**src/hdl/ssc_pkg.sv**
```systemverilog
`timescale 1ns / 1ps
// Package for the stack-sortable sequence checker.
// Holds capacity constants, derived widths and the controller/datapath structs.
// No dependencies.
package ssc_pkg;

    // Capacity: items per sequence and side stack depth.
    localparam int MAX_ITEMS = 1024;

    // Width of an item number field.
    localparam int ITEM_W = 11;

    // Stack pointer and item counter hold 0..MAX_ITEMS.
    localparam int SP_W = $clog2(MAX_ITEMS + 1);

    // Stack memory address.
    localparam int AW = $clog2(MAX_ITEMS);

    // Expected number runs 1..MAX_ITEMS+1.
    localparam int CNT_W = $clog2(MAX_ITEMS + 2);

    // Common width for comparing item numbers against the expected number.
    localparam int CMP_W = (ITEM_W > CNT_W) ? ITEM_W : CNT_W;

    // Commands from controller to datapath.
    typedef struct packed {
        logic load;     // capture input beat
        logic count;    // bump items seen
        logic set_ovf;  // mark overflow
        logic rd_en;    // read stack top into the read register
        logic pop;      // drop top, advance expected number
        logic advance;  // advance expected number on matching item
        logic push;     // push held item
        logic emit;     // load result register and clear sequence state
    } t_dp_cmd;

    // Status from datapath to controller.
    typedef struct packed {
        logic cnt_full;   // MAX_ITEMS items already counted
        logic sp_zero;    // stack empty
        logic sp_full;    // stack holds MAX_ITEMS entries
        logic top_match;  // registered top equals expected number
        logic item_match; // held item equals expected number
        logic last;       // held item closes the sequence
        logic out_busy;   // result register still occupied next cycle
    } t_dp_stat;

endpackage

```
**src/hdl/ssc_ctrl.sv**
```systemverilog
`timescale 1ns / 1ps
// Controller: sequences accept, stack drain, match/push and result emission.
// Depends on ssc_pkg; drives ssc_datapath through t_dp_cmd.
module ssc_ctrl (
    input  logic               i_clk,
    input  logic               i_rst_n,
    input  logic               i_in_valid,
    input  logic               i_in_last,
    output logic               o_in_ready,
    input  ssc_pkg::t_dp_stat  i_stat,
    output ssc_pkg::t_dp_cmd   o_cmd
);
    import ssc_pkg::*;

    typedef enum logic [2:0] {
        S_IDLE,
        S_RD,
        S_CMP,
        S_ACT,
        S_FIN_RD,
        S_FIN_CMP,
        S_OUT
    } t_state;

    t_state r_state;
    t_state n_state;

    assign o_in_ready = (r_state == S_IDLE);

    always_comb begin
        n_state = r_state;
        o_cmd   = '0;
        case (r_state)
            S_IDLE: begin
                if (i_in_valid) begin
                    o_cmd.load = 1'b1;
                    if (i_stat.cnt_full) begin
                        // Count full: ignore the item, keep its last flag.
                        o_cmd.set_ovf = 1'b1;
                        n_state       = i_in_last ? S_FIN_RD : S_IDLE;
                    end else begin
                        o_cmd.count = 1'b1;
                        n_state     = S_RD;
                    end
                end
            end
            S_RD: begin
                if (i_stat.sp_zero) begin
                    n_state = S_ACT;
                end else begin
                    o_cmd.rd_en = 1'b1;
                    n_state     = S_CMP;
                end
            end
            S_CMP: begin
                if (i_stat.top_match) begin
                    o_cmd.pop = 1'b1;
                    n_state   = S_RD;
                end else begin
                    n_state = S_ACT;
                end
            end
            S_ACT: begin
                if (i_stat.item_match) begin
                    o_cmd.advance = 1'b1;
                end else if (i_stat.sp_full) begin
                    o_cmd.set_ovf = 1'b1;
                end else begin
                    o_cmd.push = 1'b1;
                end
                n_state = i_stat.last ? S_FIN_RD : S_IDLE;
            end
            S_FIN_RD: begin
                if (i_stat.sp_zero) begin
                    n_state = S_OUT;
                end else begin
                    o_cmd.rd_en = 1'b1;
                    n_state     = S_FIN_CMP;
                end
            end
            S_FIN_CMP: begin
                if (i_stat.top_match) begin
                    o_cmd.pop = 1'b1;
                    n_state   = S_FIN_RD;
                end else begin
                    n_state = S_OUT;
                end
            end
            S_OUT: begin
                if (!i_stat.out_busy) begin
                    o_cmd.emit = 1'b1;
                    n_state    = S_IDLE;
                end
            end
            default: begin
                n_state = S_IDLE;
            end
        endcase
    end

    always_ff @(posedge i_clk) begin
        if (!i_rst_n) begin
            r_state <= S_IDLE;
        end else begin
            r_state <= n_state;
        end
    end

endmodule

```
**config.mk**
```make
export PLATFORM = sky130hd
export DESIGN_NAME = ssc_ctrl
export DESIGN_NICKNAME = d
export VERILOG_FILES = /design/src/hdl/ssc_pkg.sv /design/src/hdl/ssc_ctrl.sv
export SDC_FILE = /design/constraint.sdc
export NUM_CORES = 1
export LEC_CHECK = 0
export ABC_AREA = 1
export BUFFER_PORTS_ARGS = -buffer_cell sky130_fd_sc_hd__buf_2
export CORE_AREA = 10 10 47 49
export CTS_BUF_LIST = sky130_fd_sc_hd__clkbuf_8
export CTS_CLUSTER_SIZE = 24
export DETAILED_ROUTE_END_ITERATION = 16
export DIE_AREA = 0 0 57 59
export PLACE_DENSITY = 0.5
export SYNTH_ARGS = -nofsm -noshare
export SYNTH_HDL_FRONTEND = slang
export SYNTH_SLANG_ARGS = --single-unit
```
**constraint.sdc**
```tcl
create_clock -name i_clk -period 2.7 [get_ports i_clk]
set_input_delay 0.54 -clock i_clk [delete_from_list [all_inputs] [get_ports i_clk]]
set_output_delay 0.54 -clock i_clk [all_outputs]
set_load 0.05 [all_outputs]
```
== Yosys cells after proc, flatten, opt, wreduce, memory -nomap -nowiden ==
Index checks and enable logic that the tools add are counted.

* Register bits: 3
* Output and inout port bits: 9

* Equality and inequality tests: 8
* Multiplexer cells: 27
* Reductions and logical operators: 4

{| class="wikitable"
|+ Operators with widths
! kind !! count
|-
| case mux 3 bit (7 select lines) || 1
|-
| two-way mux 3 bit || 6
|-
| two-way mux 1 bit || 14
|-
| two-way mux 2 bit || 5
|-
| equality test 3 bit, second input constant || 3
|-
| equality test 3 x 2 -> 1 bit, second input constant || 2
|-
| != test 2 bit, second input constant || 2
|-
| OR reduction 2 bit || 2
|-
| equality test 3 x 1 -> 1 bit, second input constant || 1
|-
| logical NOT 3 bit || 1
|-
| case mux 1 bit (2 select lines) || 1
|-
| AND reduction 2 bit || 1
|}

== Depth between registers and ports, before layout ==
Gate-level depths: netlist (run 1).

* Depth after elaboration: 4
* Mapped depth: 7
* Depth with buffers taken out: 7

== Worst setup path after synthesis (run 1) ==
Ideal clock, no wire load.

* Path kind: register to output
* Start point: register r_state[0]
* End point: output port o_cmd[4] in the netlist's numbering
* Data arrival time: 1699 ps
* Data required time: 2160 ps
* Slack: 461 ps
* Stages on the path, launching flop included: 3
* Cell sequence: dfxtp_1 > nand3_1 > o21ai_0

{| class="wikitable"
|+ RTL lines
! element !! RTL line !! text
|-
| from (decl) || ssc_ctrl.sv:25 || <nowiki>t_state r_state;</nowiki>
|-
| from (signal assigned) || ssc_ctrl.sv:105 || <nowiki>r_state <= n_state;</nowiki>
|-
| to (decl) || ssc_ctrl.sv:11 || <nowiki>output ssc_pkg::t_dp_cmd o_cmd</nowiki>
|}

==> metrics.md, run 1 <==
| Metric | Value |
|---|---|
| Synth area leader | dfxtp_1 |
| Yosys cell types | 16 |
| Element type at the critical path end | output port |
| HP Class | in -> reg |
| Die Height | 59 um |
| Max Slew Vio Count | 0 |
| Vias in the first global route | 382 |
| Reg2Reg Setup Slack | 1570 ps |
| RR Endpoint | r_state[1]$_SDFFE_PN0P_ |
| Max cap viols | 0 |
| # hold bufs at CTS | 0 |
| Fillers | 177 |
| Top-area cell type share of the netlist area | 19.9% |
| Crit path largest cell delay | 390 ps |
| Sequential cell area | 60.1 um^2 |
| Worst vdd ir | 0.326 mV |
| CTS root buf | clkbuf_8 |
| Fin Setup TNS | 0 ps |
| Overall Power | 0.365 mW |
| Via/cell ratio | 4.38 |
| Skew-Pair Late Insertion Delay | 210 ps |
| Final period util | 70.8% |
| Multi-input logic area | 196 um^2 |
| Ports | 20 |
| Status | complete, no violations |
| Crit-path max FO | 7 |
| Minimum clock period | 1910 ps |
| Initial antenna violation count | 0 |
| P_leak | 0.275 nW |
| CP Class | reg -> out |
| Synth Register Bits | 3 |
| Leading registers by flop count | r_state (3) |
| # diodes | 0 |
| Slew @ Worst Pin | 318 ps |
| Cell Area, Synth | 302 um^2 |
| Core footprint | 1400 um^2 |
| Worst hold path depth | 3 |
| Setup Fix Bufs, Post-CTS | 0 |
| DR vias | 407 |
| CTS buffer count | 3 |
| Avg Inst Size Synth | 5.58 um^2 |
| Final clock skew | 3.36 ps |
| Htree depth | 1 |
| Dpl hpwl | 836 um |
| Final hold viol count | 0 |
| Total global-route track usage | 5.71% |
| Port buffer count | 19 |
| Pwr/cell area | 791 nW/um^2 |
| Synth area leaders | dfxtp_1, nand3_1, nand2_1 |
| RSZ-0062 raised after global routing | false |
| Grt ovf | 0 |
| Synth-to-layout area growth | 53.1% |
| Setup-failing EPs final | 0 |
| Reg with most FFs | r_state |
| Num rows | 14 |
| Sequential fraction of the synthesis area | 19.9% |
| CTS Buffer Depth | 2 |
| Max FFs per register | 3 |
| CP max stage cell | dfxtp_1 |
| Drt pass-1 iters | 4 |
| Largest net degree at the start of global routing | 8 |
| CP arrival | 1370 ps |
| Cells on worst reg2reg path | 6 |
| Post-DP Area | 417 um^2 |
| CTS clock-pin slew for the worst setup and hold paths | 30 ps |
| Slew headroom | 78.8% |
| CTS tree | done |
| Syn Nets | 65 |
| Cells after Synth | 54 |
| Hold Path Sink | r_state[1]$_SDFFE_PN0P_ |
| Startpoint Class | flop |
| Hold Crit Start | i_rst_n |
| Critical R2R Launch | r_state[1]$_SDFFE_PN0P_ |
| Die Width | 57 um |
| DRT antenna net count | 0 |
| Initial DRC count | 7 |
| Initial Util | 21.5% |
| DRT Wirelength | 970 um |
| Gpl congestion | 0.791 |
| Average wire per standard cell | 10.4 um |
| Yosys warning count | 0 |
| Fmax | 523 MHz |
| # DRC | 0 |
| Finished Cell Area | 462 um^2 |
| Final #Nets | 89 |
| Clk sink count | 3 |
| Post-cts sizing count | 0 |
| First-pass GRT wire length | 1610 um |
| Crit-path cells | nor2_4 -> nand2_2 -> nor2_2 -> nand2_1 -> o21ai_1 -> buf_2 |
| Layout cells sized above 1 | 37.7% |
| CP required | 2160 ps |
| Die ar. | 3360 um^2 |
Yosys cell counts:
cell type	n
a21oi_1	2
dfxtp_1	3
inv_1	9
inv_2	3
nand2_1	11
nand2_2	1
nand3_1	9
nand3_2	1
nand3b_1	1
nand4_1	2
nor2_1	3
nor2_2	1
nor2_4	1
nor3_1	3
o21ai_0	1
o21ai_1	3
logic make-up (layout without fill, tap and decap cells):
kind of cell / after synthesis / in the layout / share of synthesized area (%)
DFF: 3 / 3 / 19.9
and+or+nand+nor: 33 / 33 / 55.2
buffers and inverters: 12 / 35 / 14.9
AOI/OAI and AO/OA: 6 / 6 / 9.96
layout by cell type, fill, tap and decap left out:
cell type,count
buf_2,19
nand2_1,11
inv_1,10
nand3_1,9
inv_2,3
o21ai_1,3
nor3_1,3
nor2_1,3
clkbuf_8,3
dfxtp_1,3
a21oi_1,2
nand4_1,2
nor2_4,1
nand2_2,1
nor2_2,1
o21ai_0,1
nand3b_1,1
nand3_2,1
worst max-delay path by stage:
| stage | start | end | cells past startpoint |
|---|---|---|---|
| finish | r_state[1]$_SDFFE_PN0P_ | o_cmd[5] | 6 |
| global route | r_state[1]$_SDFFE_PN0P_ | o_cmd[5] | 6 |
| CTS | r_state[1]$_SDFFE_PN0P_ | o_cmd[5] | 6 |
| detailed placement | i_in_valid | o_cmd[5] | 6 |
| global placement | i_in_valid | o_cmd[5] | 6 |
| floorplan | r_state[0]$_SDFFE_PN0P_ | o_cmd[4] | 2 |
power breakdown:
group	internal [mW]	switching, mW
sequential	0.0522	0.0174
clock	0.0967	0.0286
combinational	0.0472	0.123
final cells by class:
class                           count  area share [%]
Multi-Input combinational cell     39            42.5
Tap cell                           16            4.34
Clock buffer                        3            8.94
Timing Repair Buffer               19            20.6
Clock inverter                      1           0.813
Sequential cell                     3            13.0
Inverter                           12            9.76
through the flow:
step                      utilization, %  instances  setup slack (ps)  hold slack, ps
after floorplan                        -         54               461             583
after global placement              29.7         89               994             641
after detailed placement            29.7         89               982             641
after CTS                           32.9         93               779             553
after global routing                32.9         93               687             578
final                               32.9         93               789             552
critical path, delay by kind of cell (launching register included):
| kind | cells | cell delay (ps) |
|---|---|---|
| AO/OA/AOI/OAI | 1 | 60 |
| flip-flops | 1 | 390 |
| AND/OR/NAND/NOR | 4 | 440 |
| buffers and inverters | 1 | 270 |
routing by layer:
metal | vias up | track usage [%] | share of wire, %
li1 | 221 | - | -
met1 | 171 | 6.54 | 45
met2 | 15 | 8.53 | 44
met3 | 0 | 4.08 | 11
met4 | 0 | 1.01 | 0
met5 | - | 0 | 0
Power figures use the tool's default switching activity.
==> run 2: changes to the inputs <==
Settings changed: PLACE_DENSITY 0.5 to 0.51.
Clock period 2.7 ns to 1.73 ns, I/O delays scaled along.
==> metrics.md, run 2 (synthesized netlist as in run 1, its figures left out) <==
| Metric | Value |
|---|---|
| Status | complete, no violations |
| Layout cells sized above 1 | 45.5% |
| Synth-to-layout area growth | 63.9% |
| Crit-path cells | inv_2 -> nand3_1 -> a21oi_1 -> buf_2 |
| Final clock skew | 0.878 ps |
| Skew-Pair Late Insertion Delay | 210 ps |
| RSZ-0062 raised after global routing | false |
| Post-route insts no fill | 93 |
| DRT Wirelength | 989 um |
| Initial DRC count | 14 |
| Initial Util | 21.5% |
| Element type at the critical path end | output port |
| Slew headroom | 83.3% |
| Ports | 20 |
| Leading registers by flop count | r_state (3) |
| DRT antenna net count | 0 |
| Drt pass-1 iters | 4 |
| Num rows | 14 |
| Minimum clock period | 1630 ps |
| Htree depth | 1 |
| CP Class | reg -> out |
| Commonest non-fill, non-tap cells in the layout | buf_2, nand2_1, inv_1, nand3_1 |
| Max FFs per register | 3 |
| Reg2Reg Setup Slack | 620 ps |
| Slew @ Worst Pin | 250 ps |
| M1 WL | 434 um |
| Setup-failing EPs final | 0 |
| DR vias | 412 |
| Final hold viol count | 0 |
| Setup Fix Bufs, Post-CTS | 0 |
| Clk sink count | 3 |
| Crit path largest cell delay | 370 ps |
| # DRC | 0 |
| Total global-route track usage | 5.84% |
| Port buffer count | 19 |
| Max Slew Vio Count | 0 |
| Gpl congestion | 0.764 |
| # diodes | 0 |
| Core footprint | 1400 um^2 |
| Delay-heaviest family, CP | buffers and inverters |
| Routed wl met3 | 45 um |
| Average wire per standard cell | 10.6 um |
| CTS Buffer Depth | 2 |
| Die Height | 59 um |
| Sequential cell area | 62.6 um^2 |
| CP max stage cell | dfxtp_1 |
| CTS root buf | clkbuf_8 |
| Via/cell ratio | 4.43 |
| CTS buffer count | 3 |
| Largest net degree at the start of global routing | 8 |
| Top layer in use | met3 |
| Fin util | 35.3% |
| First-pass GRT wire length | 1610 um |
| Die ar. | 3360 um^2 |
| Crit-path max FO | 7 |
| WP buf/inv | 2 |
| Pwr/cell area | 1190 nW/um^2 |
| Die Width | 57 um |
| P_leak | 0.284 nW |
| Initial antenna violation count | 0 |
| Final #Nets | 89 |
| Startpoint Class | flop |
| Reg with most FFs | r_state |
| Worst vdd ir | 0.492 mV |
| Fmax | 615 MHz |
| Overall Power | 0.588 mW |
| Final period util | 94.0% |
| Dpl hpwl | 863 um |
| Multi-input logic area | 220 um^2 |
| Grt ovf | 0 |
| CTS tree | done |
| Vias in the first global route | 410 |
| Most common cell after layout, fill and taps aside | buf_2 |
| Max cap viols | 0 |
| Fillers | 180 |
| CP arrival | 1280 ps |
| Metal2 WL | 510 um |
| HP Class | in -> reg |
| CTS clock-pin slew for the worst setup and hold paths | 30 ps |
| Inst Count DP | 89 |
| CP required | 1380 ps |
-- run 2: layout make-up --
| type | count | area share [%] |
|---|---|---|
| repair buffers | 19 | 20.5 |
| multi-input cells | 39 | 44.6 |
| clock buffers | 3 | 8.35 |
| inverters | 12 | 9.11 |
| clock inverters | 1 | 0.759 |
| flip-flops and latches | 3 | 12.7 |
| well taps | 16 | 4.05 |
-- run 2: layer usage --
| layer | GRT usage [%] | up-vias |
|---|---|---|
| met5 | 0 | - |
| li1 | - | 222 |
| met3 | 1.72 | 0 |
| met1 | 5.60 | 176 |
| met4 | 5.03 | 0 |
| met2 | 10.1 | 14 |
-- run 2: path summary, 6_finish.rpt --
kind | start | depth (start not counted) | end
hold reg to reg | r_state[1]$_SDFFE_PN0P_ | 2 | r_state[2]$_SDFFE_PN0P_
setup / recovery | r_state[2]$_SDFFE_PN0P_ | 4 | o_cmd[3]
hold / removal | i_rst_n | 3 | r_state[1]$_SDFFE_PN0P_
setup reg to reg | r_state[2]$_SDFFE_PN0P_ | 6 | r_state[1]$_SDFFE_PN0P_
-- run 2: repair_timing --
item	CTS	global route
setup endpoints to repair	1	4
gates resized for setup	1	3
pin swaps	0	1
endpoints found under the hold margin	0	0
hold buffers	0	0
-- run 2: worst register-to-register path: stages (launching register included) --
cell and delay [ps]:
dfxtp_1 450, inv_2 120, nand3_1 130, nand2_1 60
nand3b_1 150, nand2_1 60, inv_1 30
-- run 2: report_power, final --
| part | leakage [nW] | internal (mW) | switching [mW] | total, mW |
|---|---|---|---|---|
| combinational | 0.232 | 0.0814 | 0.201 | 0.282 |
| sequential | 0.0254 | 0.0836 | 0.0261 | 0.110 |
| clock | 0.0269 | 0.151 | 0.0449 | 0.196 |
-- run 2: metrics by stage --
stage / instance area, um^2 / TNS (ps) / setup slack [ps] / hold slack, ps
after floorplan: 325 / -8.50 / -8.50 / 444
after global placement: 440 / 0 / 220 / 575
after detailed placement: 440 / 0 / 210 / 570
after CTS: 488 / 0 / 41.4 / 347
after global routing: 494 / 0 / 11.8 / 364
final: 494 / 0 / 104 / 349
